[config.mk]
export PLATFORM = sky130hd
export DESIGN_NAME = lidar_footprint_box_mask
export DESIGN_NICKNAME = d
export VERILOG_FILES = /design/src/design/lfbm_pkg.sv /design/src/design/lfbm_point_check.sv /design/src/design/lidar_footprint_box_mask.sv
export VERILOG_INCLUDE_DIRS = /design/src /design/src/design
export SDC_FILE = /design/constraint.sdc
export NUM_CORES = 2
export LEC_CHECK = 0
export BUFFER_PORTS_ARGS = -buffer_cell sky130_fd_sc_hd__buf_2
export CAP_MARGIN = 20
export CORE_MARGIN = 1
export CORE_UTILIZATION = 55
export CTS_CLUSTER_SIZE = 20
export DETAILED_ROUTE_END_ITERATION = 10
export PLACE_DENSITY = 0.73
export REMOVE_ABC_BUFFERS = 1
export SETUP_SLACK_MARGIN = 0.15
export SLEW_MARGIN = 20
export SYNTH_ARGS = -nofsm -noshare
export SYNTH_HDL_FRONTEND = slang
export SYNTH_SLANG_ARGS = --single-unit
[constraint.sdc]
create_clock -name clock -period 14.9 [get_ports clock]
set_input_delay 0 -clock clock [delete_from_list [all_inputs] [get_ports clock]]
set_output_delay 0 -clock clock [all_outputs]
set_load 0.01 [all_outputs]
[src/design/lidar_footprint_box_mask_defines.svh]
//------------------------------------------------------------------------------
// Footprint box mask assertion macros
// Shared concurrent assertion forms used by the footprint box mask design.
//------------------------------------------------------------------------------
`ifndef LIDAR_FOOTPRINT_BOX_MASK_DEFINES_SVH
`define LIDAR_FOOTPRINT_BOX_MASK_DEFINES_SVH

// Same-cycle implication, disabled while reset is high.
`define LFBM_ASSERT_SAME(label, clk, rst, ante, cons) \
   label: assert property (@(posedge clk) disable iff (rst) (ante) |-> (cons)) \
      else $error("footprint box mask: same-cycle check failed");

// Next-cycle implication, disabled while reset is high.
`define LFBM_ASSERT_NEXT(label, clk, rst, ante, cons) \
   label: assert property (@(posedge clk) disable iff (rst) (ante) |=> (cons)) \
      else $error("footprint box mask: next-cycle check failed");

`endif

[src/design/lfbm_pkg.sv]
//------------------------------------------------------------------------------
// Footprint box mask package
// Types, register codes and the constant sine table shared by the design.
//------------------------------------------------------------------------------
package lfbm_pkg;

   localparam int TRIG_TABLE_BITS = 10;
   localparam int PHASE_BITS      = 24;
   localparam int QUARTER_BITS    = TRIG_TABLE_BITS - 2;
   localparam int TABLE_QUARTER   = 1 << QUARTER_BITS;
   localparam longint unsigned HALF_PI_Q30 = 64'd1686629713;

   localparam int CSR_INDEX_W = 3;
   localparam int CSR_DATA_W  = 24;
   localparam int SKIP_W      = 8;

   localparam logic [PHASE_BITS-1:0] PHASE_HALF = {1'b1, {(PHASE_BITS-1){1'b0}}};

   typedef logic [PHASE_BITS-1:0]      phase_type;
   typedef logic [TRIG_TABLE_BITS-1:0] trig_index_type;
   typedef logic [14:0]                qval_type;
   typedef qval_type [TABLE_QUARTER-1:0] qtab_type;

   typedef enum logic [CSR_INDEX_W-1:0] {
      CSR_HALF_WIDTH  = 3'd0,
      CSR_FRONT_LIMIT = 3'd1,
      CSR_BACK_LIMIT  = 3'd2,
      CSR_RANGE_MAX   = 3'd3,
      CSR_PHASE_STEP  = 3'd4,
      CSR_SKIP_SCANS  = 3'd5
   } csr_index_type;

   typedef struct packed {
      logic [15:0] range_mm;
      logic [15:0] intensity;
      logic        scan_end;
   } req_type;

   typedef struct packed {
      logic [15:0] out_range_mm;
      logic [15:0] out_intensity;
      logic        out_scan_end;
      logic        masked;
   } rsp_type;

   typedef struct packed {
      logic [14:0]        half_width_mm;
      logic signed [15:0] front_limit_mm;
      logic signed [15:0] back_limit_mm;
      logic [15:0]        range_max_mm;
      logic [23:0]        phase_step;
   } cfg_type;

   // First-quadrant sine in Q15, from a truncated Taylor series in Q30.
   function automatic qval_type quarter_sine(input int unsigned k);
      logic [63:0] x;
      logic [63:0] x2;
      logic [63:0] term;
      longint      sum;
      longint      q;
      x    = (HALF_PI_Q30 * 64'(k)) / TABLE_QUARTER;
      x2   = (x * x) >> 30;
      term = x;
      sum  = longint'(x);
      for (int unsigned n = 1; n <= 8; n++) begin
         term = (term * x2) >> 30;
         term = term / 64'((2 * n) * (2 * n + 1));
         if ((n % 2) == 1) begin
            sum = sum - longint'(term);
         end else begin
            sum = sum + longint'(term);
         end
      end
      if (sum < 0) begin
         sum = 0;
      end
      q = (sum + 16384) >>> 15;
      if (q > 32767) begin
         q = 32767;
      end
      return qval_type'(q);
   endfunction

   function automatic qtab_type build_qtab();
      qtab_type t;
      for (int k = 0; k < TABLE_QUARTER; k++) begin
         t[k] = quarter_sine(k);
      end
      return t;
   endfunction

   localparam qtab_type QTAB = build_qtab();
   localparam qval_type QTOP = quarter_sine(TABLE_QUARTER);

endpackage

[src/design/lfbm_point_check.sv]
//------------------------------------------------------------------------------
// Footprint box point check
// Looks up sine and cosine of the beam angle, projects the range sample to
// x and y and tests the point against the footprint box.
//------------------------------------------------------------------------------
module lfbm_point_check (
   input  lfbm_pkg::cfg_type        cfg,
   input  lfbm_pkg::trig_index_type trig_index,
   input  logic [15:0]              range_mm,
   output logic                     masked,
   output logic [15:0]              out_range_mm
);

   // Full-turn sine from the quarter table by symmetry.
   function automatic logic signed [15:0] sine_of(input lfbm_pkg::trig_index_type idx);
      logic [1:0]                        quad;
      logic [lfbm_pkg::QUARTER_BITS-1:0] r;
      logic [lfbm_pkg::QUARTER_BITS-1:0] r_mirror;
      lfbm_pkg::qval_type                v;
      quad     = idx[lfbm_pkg::TRIG_TABLE_BITS-1 -: 2];
      r        = idx[lfbm_pkg::QUARTER_BITS-1:0];
      r_mirror = (~r) + 1'b1;
      if (quad[0]) begin
         v = (r == '0) ? lfbm_pkg::QTOP : lfbm_pkg::QTAB[r_mirror];
      end else begin
         v = lfbm_pkg::QTAB[r];
      end
      return quad[1] ? -$signed({1'b0, v}) : $signed({1'b0, v});
   endfunction

   lfbm_pkg::trig_index_type cos_index;
   logic signed [15:0]       sin_v;
   logic signed [15:0]       cos_v;
   logic signed [32:0]       prod_x;
   logic signed [32:0]       prod_y;
   logic signed [18:0]       x_pos;
   logic signed [18:0]       y_pos;
   logic signed [18:0]       hw;
   logic signed [18:0]       front;
   logic signed [18:0]       back;
   logic [16:0]              masked_sum;

   assign cos_index = trig_index + lfbm_pkg::trig_index_type'(lfbm_pkg::TABLE_QUARTER);
   assign sin_v     = sine_of(trig_index);
   assign cos_v     = sine_of(cos_index);

   assign prod_x = $signed({1'b0, range_mm}) * sin_v;
   assign prod_y = $signed({1'b0, range_mm}) * cos_v;

   // Dropping the low 15 bits of a signed product rounds toward minus infinity.
   assign x_pos = 19'($signed(prod_x[32:15]));
   assign y_pos = -(19'($signed(prod_y[32:15])));

   assign hw    = $signed({4'b0, cfg.half_width_mm});
   assign front = 19'(cfg.front_limit_mm);
   assign back  = 19'(cfg.back_limit_mm);

   assign masked = (x_pos > -hw) && (x_pos < hw) && (y_pos < front) && (y_pos > back);

   assign masked_sum   = {1'b0, cfg.range_max_mm} + 17'd1000;
   assign out_range_mm = !masked ? range_mm :
                         (masked_sum[16] ? 16'hFFFF : masked_sum[15:0]);

endmodule

[src/design/lidar_footprint_box_mask.sv]
//------------------------------------------------------------------------------
// Lidar footprint box mask
// Replaces range samples that fall inside the robot footprint box.
//------------------------------------------------------------------------------
// Requests arrive on req_valid / req_stall / req_data, one range sample each,
// with scan_end set on the last sample of a scan. Results leave on
// rsp_valid / rsp_stall / rsp_data. A request is taken when valid is high and
// stall is low.
// The block runs at one request per clock unless req_stall is high. A request is
// captured in an input register together with its beam angle, then projected
// and tested against the box combinationally; its result then moves into the
// result register, from which it is taken.
// The beam angle starts at half a turn, drops by phase_step per sample and
// returns to half a turn after each scan end. Requests within the first
// skip_scans scans advance the angle but produce no result.
// When rsp_stall holds the result register full, the input register still
// takes one more request; further requests are stalled until space frees.
// Synchronous reset loads all register defaults and the skip count, and
// empties both stages. Registers are written through csr_* with no wait.
//------------------------------------------------------------------------------
`include "lidar_footprint_box_mask_defines.svh"

module lidar_footprint_box_mask (
   input  logic                                clock,
   input  logic                                reset,
   input  logic                                req_valid,
   output logic                                req_stall,
   input  lfbm_pkg::req_type                   req_data,
   output logic                                rsp_valid,
   input  logic                                rsp_stall,
   output lfbm_pkg::rsp_type                   rsp_data,
   input  logic                                csr_wr_en,
   input  logic [lfbm_pkg::CSR_INDEX_W-1:0]    csr_index,
   input  logic [lfbm_pkg::CSR_DATA_W-1:0]     csr_wr_data
);

   lfbm_pkg::cfg_type        cfg_ff;
   lfbm_pkg::cfg_type        cfg_in;
   logic [lfbm_pkg::SKIP_W-1:0] skip_cfg_ff;
   logic [lfbm_pkg::SKIP_W-1:0] skip_cfg_in;
   logic [lfbm_pkg::SKIP_W-1:0] skip_cnt_ff;
   logic [lfbm_pkg::SKIP_W-1:0] skip_cnt_in;
   lfbm_pkg::phase_type      phase_ff;
   lfbm_pkg::phase_type      phase_in;

   logic                     s1_valid_ff;
   logic                     s1_valid_in;
   lfbm_pkg::req_type        s1_req_ff;
   lfbm_pkg::trig_index_type s1_index_ff;
   logic                     rsp_valid_ff;
   logic                     rsp_valid_in;
   lfbm_pkg::rsp_type        rsp_data_ff;

   logic                     accept;
   logic                     s1_move;
   logic                     chk_masked;
   logic [15:0]              chk_range;
   lfbm_pkg::csr_index_type  csr_code;

   assign accept    = req_valid && !req_stall;
   assign s1_move   = s1_valid_ff && (!rsp_valid_ff || !rsp_stall);
   assign req_stall = s1_valid_ff && rsp_valid_ff && rsp_stall;
   assign csr_code  = lfbm_pkg::csr_index_type'(csr_index);

   // Configuration writes.
   always_comb begin
      cfg_in      = cfg_ff;
      skip_cfg_in = skip_cfg_ff;
      if (csr_wr_en) begin
         case (csr_code)
            lfbm_pkg::CSR_HALF_WIDTH:  cfg_in.half_width_mm  = csr_wr_data[14:0];
            lfbm_pkg::CSR_FRONT_LIMIT: cfg_in.front_limit_mm = $signed(csr_wr_data[15:0]);
            lfbm_pkg::CSR_BACK_LIMIT:  cfg_in.back_limit_mm  = $signed(csr_wr_data[15:0]);
            lfbm_pkg::CSR_RANGE_MAX:   cfg_in.range_max_mm   = csr_wr_data[15:0];
            lfbm_pkg::CSR_PHASE_STEP:  cfg_in.phase_step     = csr_wr_data[23:0];
            lfbm_pkg::CSR_SKIP_SCANS:  skip_cfg_in = csr_wr_data[lfbm_pkg::SKIP_W-1:0];
            default: ;
         endcase
      end
   end

   // Beam angle moves with each accepted request, skip count at each scan end.
   always_comb begin
      phase_in    = phase_ff;
      skip_cnt_in = skip_cnt_ff;
      if (accept) begin
         if (req_data.scan_end) begin
            phase_in = lfbm_pkg::PHASE_HALF;
            if (skip_cnt_ff != '0) begin
               skip_cnt_in = skip_cnt_ff - 1'b1;
            end
         end else begin
            phase_in = phase_ff - lfbm_pkg::phase_type'(cfg_ff.phase_step);
         end
      end
      if (csr_wr_en && (csr_code == lfbm_pkg::CSR_SKIP_SCANS)) begin
         skip_cnt_in = csr_wr_data[lfbm_pkg::SKIP_W-1:0];
      end
   end

   always_comb begin
      s1_valid_in = s1_valid_ff;
      if (accept) begin
         s1_valid_in = (skip_cnt_ff == '0);
      end else if (s1_move) begin
         s1_valid_in = 1'b0;
      end
      rsp_valid_in = rsp_valid_ff;
      if (s1_move) begin
         rsp_valid_in = 1'b1;
      end else if (!rsp_stall) begin
         rsp_valid_in = 1'b0;
      end
   end

   always_ff @(posedge clock) begin
      if (reset) begin
         cfg_ff.half_width_mm  <= 15'd290;
         cfg_ff.front_limit_mm <= 16'sd240;
         cfg_ff.back_limit_mm  <= -16'sd200;
         cfg_ff.range_max_mm   <= 16'd12000;
         cfg_ff.phase_step     <= 24'd19508;
         skip_cfg_ff           <= 8'd20;
         skip_cnt_ff           <= 8'd20;
         phase_ff              <= lfbm_pkg::PHASE_HALF;
         s1_valid_ff           <= 1'b0;
         rsp_valid_ff          <= 1'b0;
      end else begin
         cfg_ff       <= cfg_in;
         skip_cfg_ff  <= skip_cfg_in;
         skip_cnt_ff  <= skip_cnt_in;
         phase_ff     <= phase_in;
         s1_valid_ff  <= s1_valid_in;
         rsp_valid_ff <= rsp_valid_in;
      end
   end

   always_ff @(posedge clock) begin
      if (accept) begin
         s1_req_ff   <= req_data;
         s1_index_ff <= phase_ff[lfbm_pkg::PHASE_BITS-1 -: lfbm_pkg::TRIG_TABLE_BITS];
      end
      if (s1_move) begin
         rsp_data_ff.out_range_mm  <= chk_range;
         rsp_data_ff.out_intensity <= s1_req_ff.intensity;
         rsp_data_ff.out_scan_end  <= s1_req_ff.scan_end;
         rsp_data_ff.masked        <= chk_masked;
      end
   end

   lfbm_point_check u_check (
      .cfg          (cfg_ff),
      .trig_index   (s1_index_ff),
      .range_mm     (s1_req_ff.range_mm),
      .masked       (chk_masked),
      .out_range_mm (chk_range)
   );

   assign rsp_valid = rsp_valid_ff;
   assign rsp_data  = rsp_data_ff;

   // A masked result always carries the saturated replacement range.
   `LFBM_ASSERT_SAME(a_masked_range, clock, reset, rsp_valid && rsp_data.masked, rsp_data.out_range_mm == ((cfg_ff.range_max_mm > 16'd64535) ? 16'hFFFF : (cfg_ff.range_max_mm + 16'd1000)))
   // The beam angle returns to half a turn after a scan end.
   `LFBM_ASSERT_NEXT(a_phase_restart, clock, reset, accept && req_data.scan_end, phase_ff == lfbm_pkg::PHASE_HALF)
   // Requests taken while scans are being skipped never reach the result stage.
   `LFBM_ASSERT_NEXT(a_skip_drops, clock, reset, accept && (skip_cnt_ff != '0), !s1_valid_ff)

endmodule

==> summary.txt <==
Status -> finished, final reports clean
Multi-input gate area -> 33330 um2
CP Data Arrival Time -> 14.67 ns
Synth Cell Area -> 42020 um2
Synth warn -> 0
DR WL/cell -> 24.40 um
Ys flop type -> dfxtp_1
Layout Utilization -> 0.6107
CP max stage cell -> fa_1
I/O pin cnt -> 101
Final HPWL from detailed placement -> 113.8 mm
Clock tree from TritonCTS -> built
Fraction of registers with async set/reset -> 0
First-pass GRT wire length -> 243.3 mm
Seq. cell area -> 5035 um2
CP max FO -> 16
Dominant cells by area after synthesis -> fa_1 (18%), ha_1 (12%), dfxtp_1 (6.5%), nand2_1 (6.1%), inv_1 (5.5%)
RSZ-0062 raised after global routing -> false
Initial antenna violation count -> 9
Rows -> 100
Routability cong. -> 1.112
Layout Cells excl Fill -> 6500
Via count of the first global-routing pass -> 41610
Routed vias -> 43380
CP max stage delay -> 0.55 ns
Final Setup Violations -> 0
GRT Util Overall -> 0.3985
Starting Density -> 0.5597
Most frequent cell after synthesis -> nand2_1
Number of synthesized flops with an enable pin -> 77
# placed instances -> 6368
Drt first pass iters -> 9
Largest net degree at the start of global routing -> 131
Final Hold Viols -> 0
Max frequency -> 69.40 MHz
Post-synth top area cell -> fa_1
Fillers -> 6872
Post-synthesis sequential area ratio -> 0.1198
DRT iter0 DRCs -> 6128
NumNets Final -> 6355
Mapped Cells -> 5498
Clock Tree Root -> clkbuf_16
Critical path class -> reg -> reg
Buffers on Ports -> 100
Post-synthesis register bit count -> 213
Max cap viols -> 0
Post-route minimum period -> 14.41 ns
Synth cell types -> 108
Clk buf depth -> 3
Total die area -> 77510 um2
Routed WL -> 158.6 mm
Insertion delay to the later sink of the worst-skew pair -> 0.53 ns
Grt total ovfl -> 0
Mapped Avg Cell Area -> 7.643 um2
Antenna Nets Post-Route -> 0
Max transition margin -> 0.2338
Slew @ Worst Pin -> 1.141 ns
CTS sink cnt -> 213
Yosys top cell area share -> 0.1844
Worst-path clk slew -> 0.07 ns
H-Tree Depth -> 1
Commonest cells post-synth -> nand2_1 (688), inv_1 (621), nor2_1 (396)
CP Capture Type -> flip-flop
Area growth from synthesis to layout -> 9.100%
DRC Markers -> 0
Core ar. -> 75070 um2
Fin Clk Skew -> 0.01715 ns
Die Y-Extent -> 278.4 um
Fin crit share -> 0.9670
Max Transition Viols Final -> 0
WP data required -> 15.17 ns
CP Launch Type -> flip-flop
CTS Buf Count -> 23
Worst min-delay path class -> in -> reg
Die X-Extent -> 278.4 um
Via density -> 6.674
Layout cells sized above 1 -> 0.09303
==> repair_timing <==
item | CTS | global route
hold buffers | 65 | 0
gates cloned | 0 | 1
setup buffers | 0 | 16
setup endpoints to repair | 16 | 17
endpoints found under the hold margin | 137 | 0
resized for setup | 2 | 57
pin swaps | 0 | 10
==> sequential cells by signal, indices dropped and copies added (netlist names), named ones only <==
register / cells
rsp_data: 34
phase_ff: 24
skip_cnt_ff: 8
s1_valid_ff: 1
s1_index_ff: 10
cfg_ff: 87
rsp_valid: 1
s1_req_ff: 33
==> metrics by stage <==
step	hold WS (ns)	TNS, ns	cell area (um2)	setup slack (ns)
finish	0.02398	0	45840	0.4913
global route	0.07707	0	45840	0.005628
CTS	0.006846	0	45370	0.1795
detailed placement	0.1784	-0.07668	43920	-0.02397
global placement	0.1762	0	43920	0.1616
floorplan	0.06907	-76.84	40330	-4.609
==> worst max-delay path: cells and delay by family, from the launching register on <==
| kind | cells | cell delay, ns |
|---|---|---|
| fa+ha+maj | 10 | 4.20 |
| buf+inv | 13 | 1.76 |
| compound gates | 13 | 2.89 |
| flops | 1 | 0.44 |
| mux | 2 | 0.65 |
| xor+xnor | 1 | 0.17 |
| simple gates | 18 | 4.00 |
==> cell usage in the layout, fill, tap and decap left out, types with 37 or more instances in the layout <==
master	count
a221oi_1	43
fa_1	387
o21ai_0	287
and2_1	216
o211ai_1	84
nand2_1	687
o311ai_0	37
a21o_1	56
a31oi_1	53
a211o_1	37
edfxtp_1	77
nand2b_1	62
buf_2	99
buf_4	209
a211oi_1	74
dfxtp_1	136
nor2b_1	89
o22ai_1	43
o21a_1	42
xnor2_1	84
inv_1	618
nor2_1	393
a21oi_1	360
a311oi_1	45
nand3_1	87
dlygate4sd3_1	65
ha_1	390
nor3_1	105
==> logic make-up after synthesis <==
family,count (synthesis),synth area share
AND/OR/NAND/NOR,1838,0.2073
buffers and inverters,1037,0.09627
adder cells (fa/ha/maj),782,0.3020
flip-flops,213,0.1198
multiplexers,59,0.01962
XOR/XNOR,129,0.02766
AO/OA/AOI/OAI,1440,0.2273
==> per-layer routing <==
metal,wire (um),GRT usage,vias to the layer above,part of all wire
li1,-,-,18980,-
met1,61910,0.5436,20810,0.39
met3,19500,0.08252,614,0.12
met5,0,0,-,0
met4,8465,0.1793,0,0.053
met2,68690,0.6065,2975,0.43
==> final cells by class <==
cell class,count,share of cell area
multi-input combinational,4248,0.7270
antenna,6,0.0003275
timing repair buffer,394,0.06771
clock buffer,28,0.01384
tap,969,0.02645
clock inverter,14,0.003412
inverter,628,0.05148
sequential,213,0.1098
==> final timing paths <==
kind / to / slack, ns / cells past startpoint / start
worst max-delay path: rsp_data[32] / 0.49 / 57 / s1_index_ff[1]
worst min-delay path: cfg_ff[77] / 0.02 / 5 / csr_wr_en
worst max register to register: rsp_data[32] / 0.49 / 57 / s1_index_ff[1]
worst min register to register: rsp_data[4] / 0.42 / 0 / s1_req_ff[3]
Power is not shown: default switching activity piles up to over one toggle a cycle in this logic, so the estimate is an artifact.
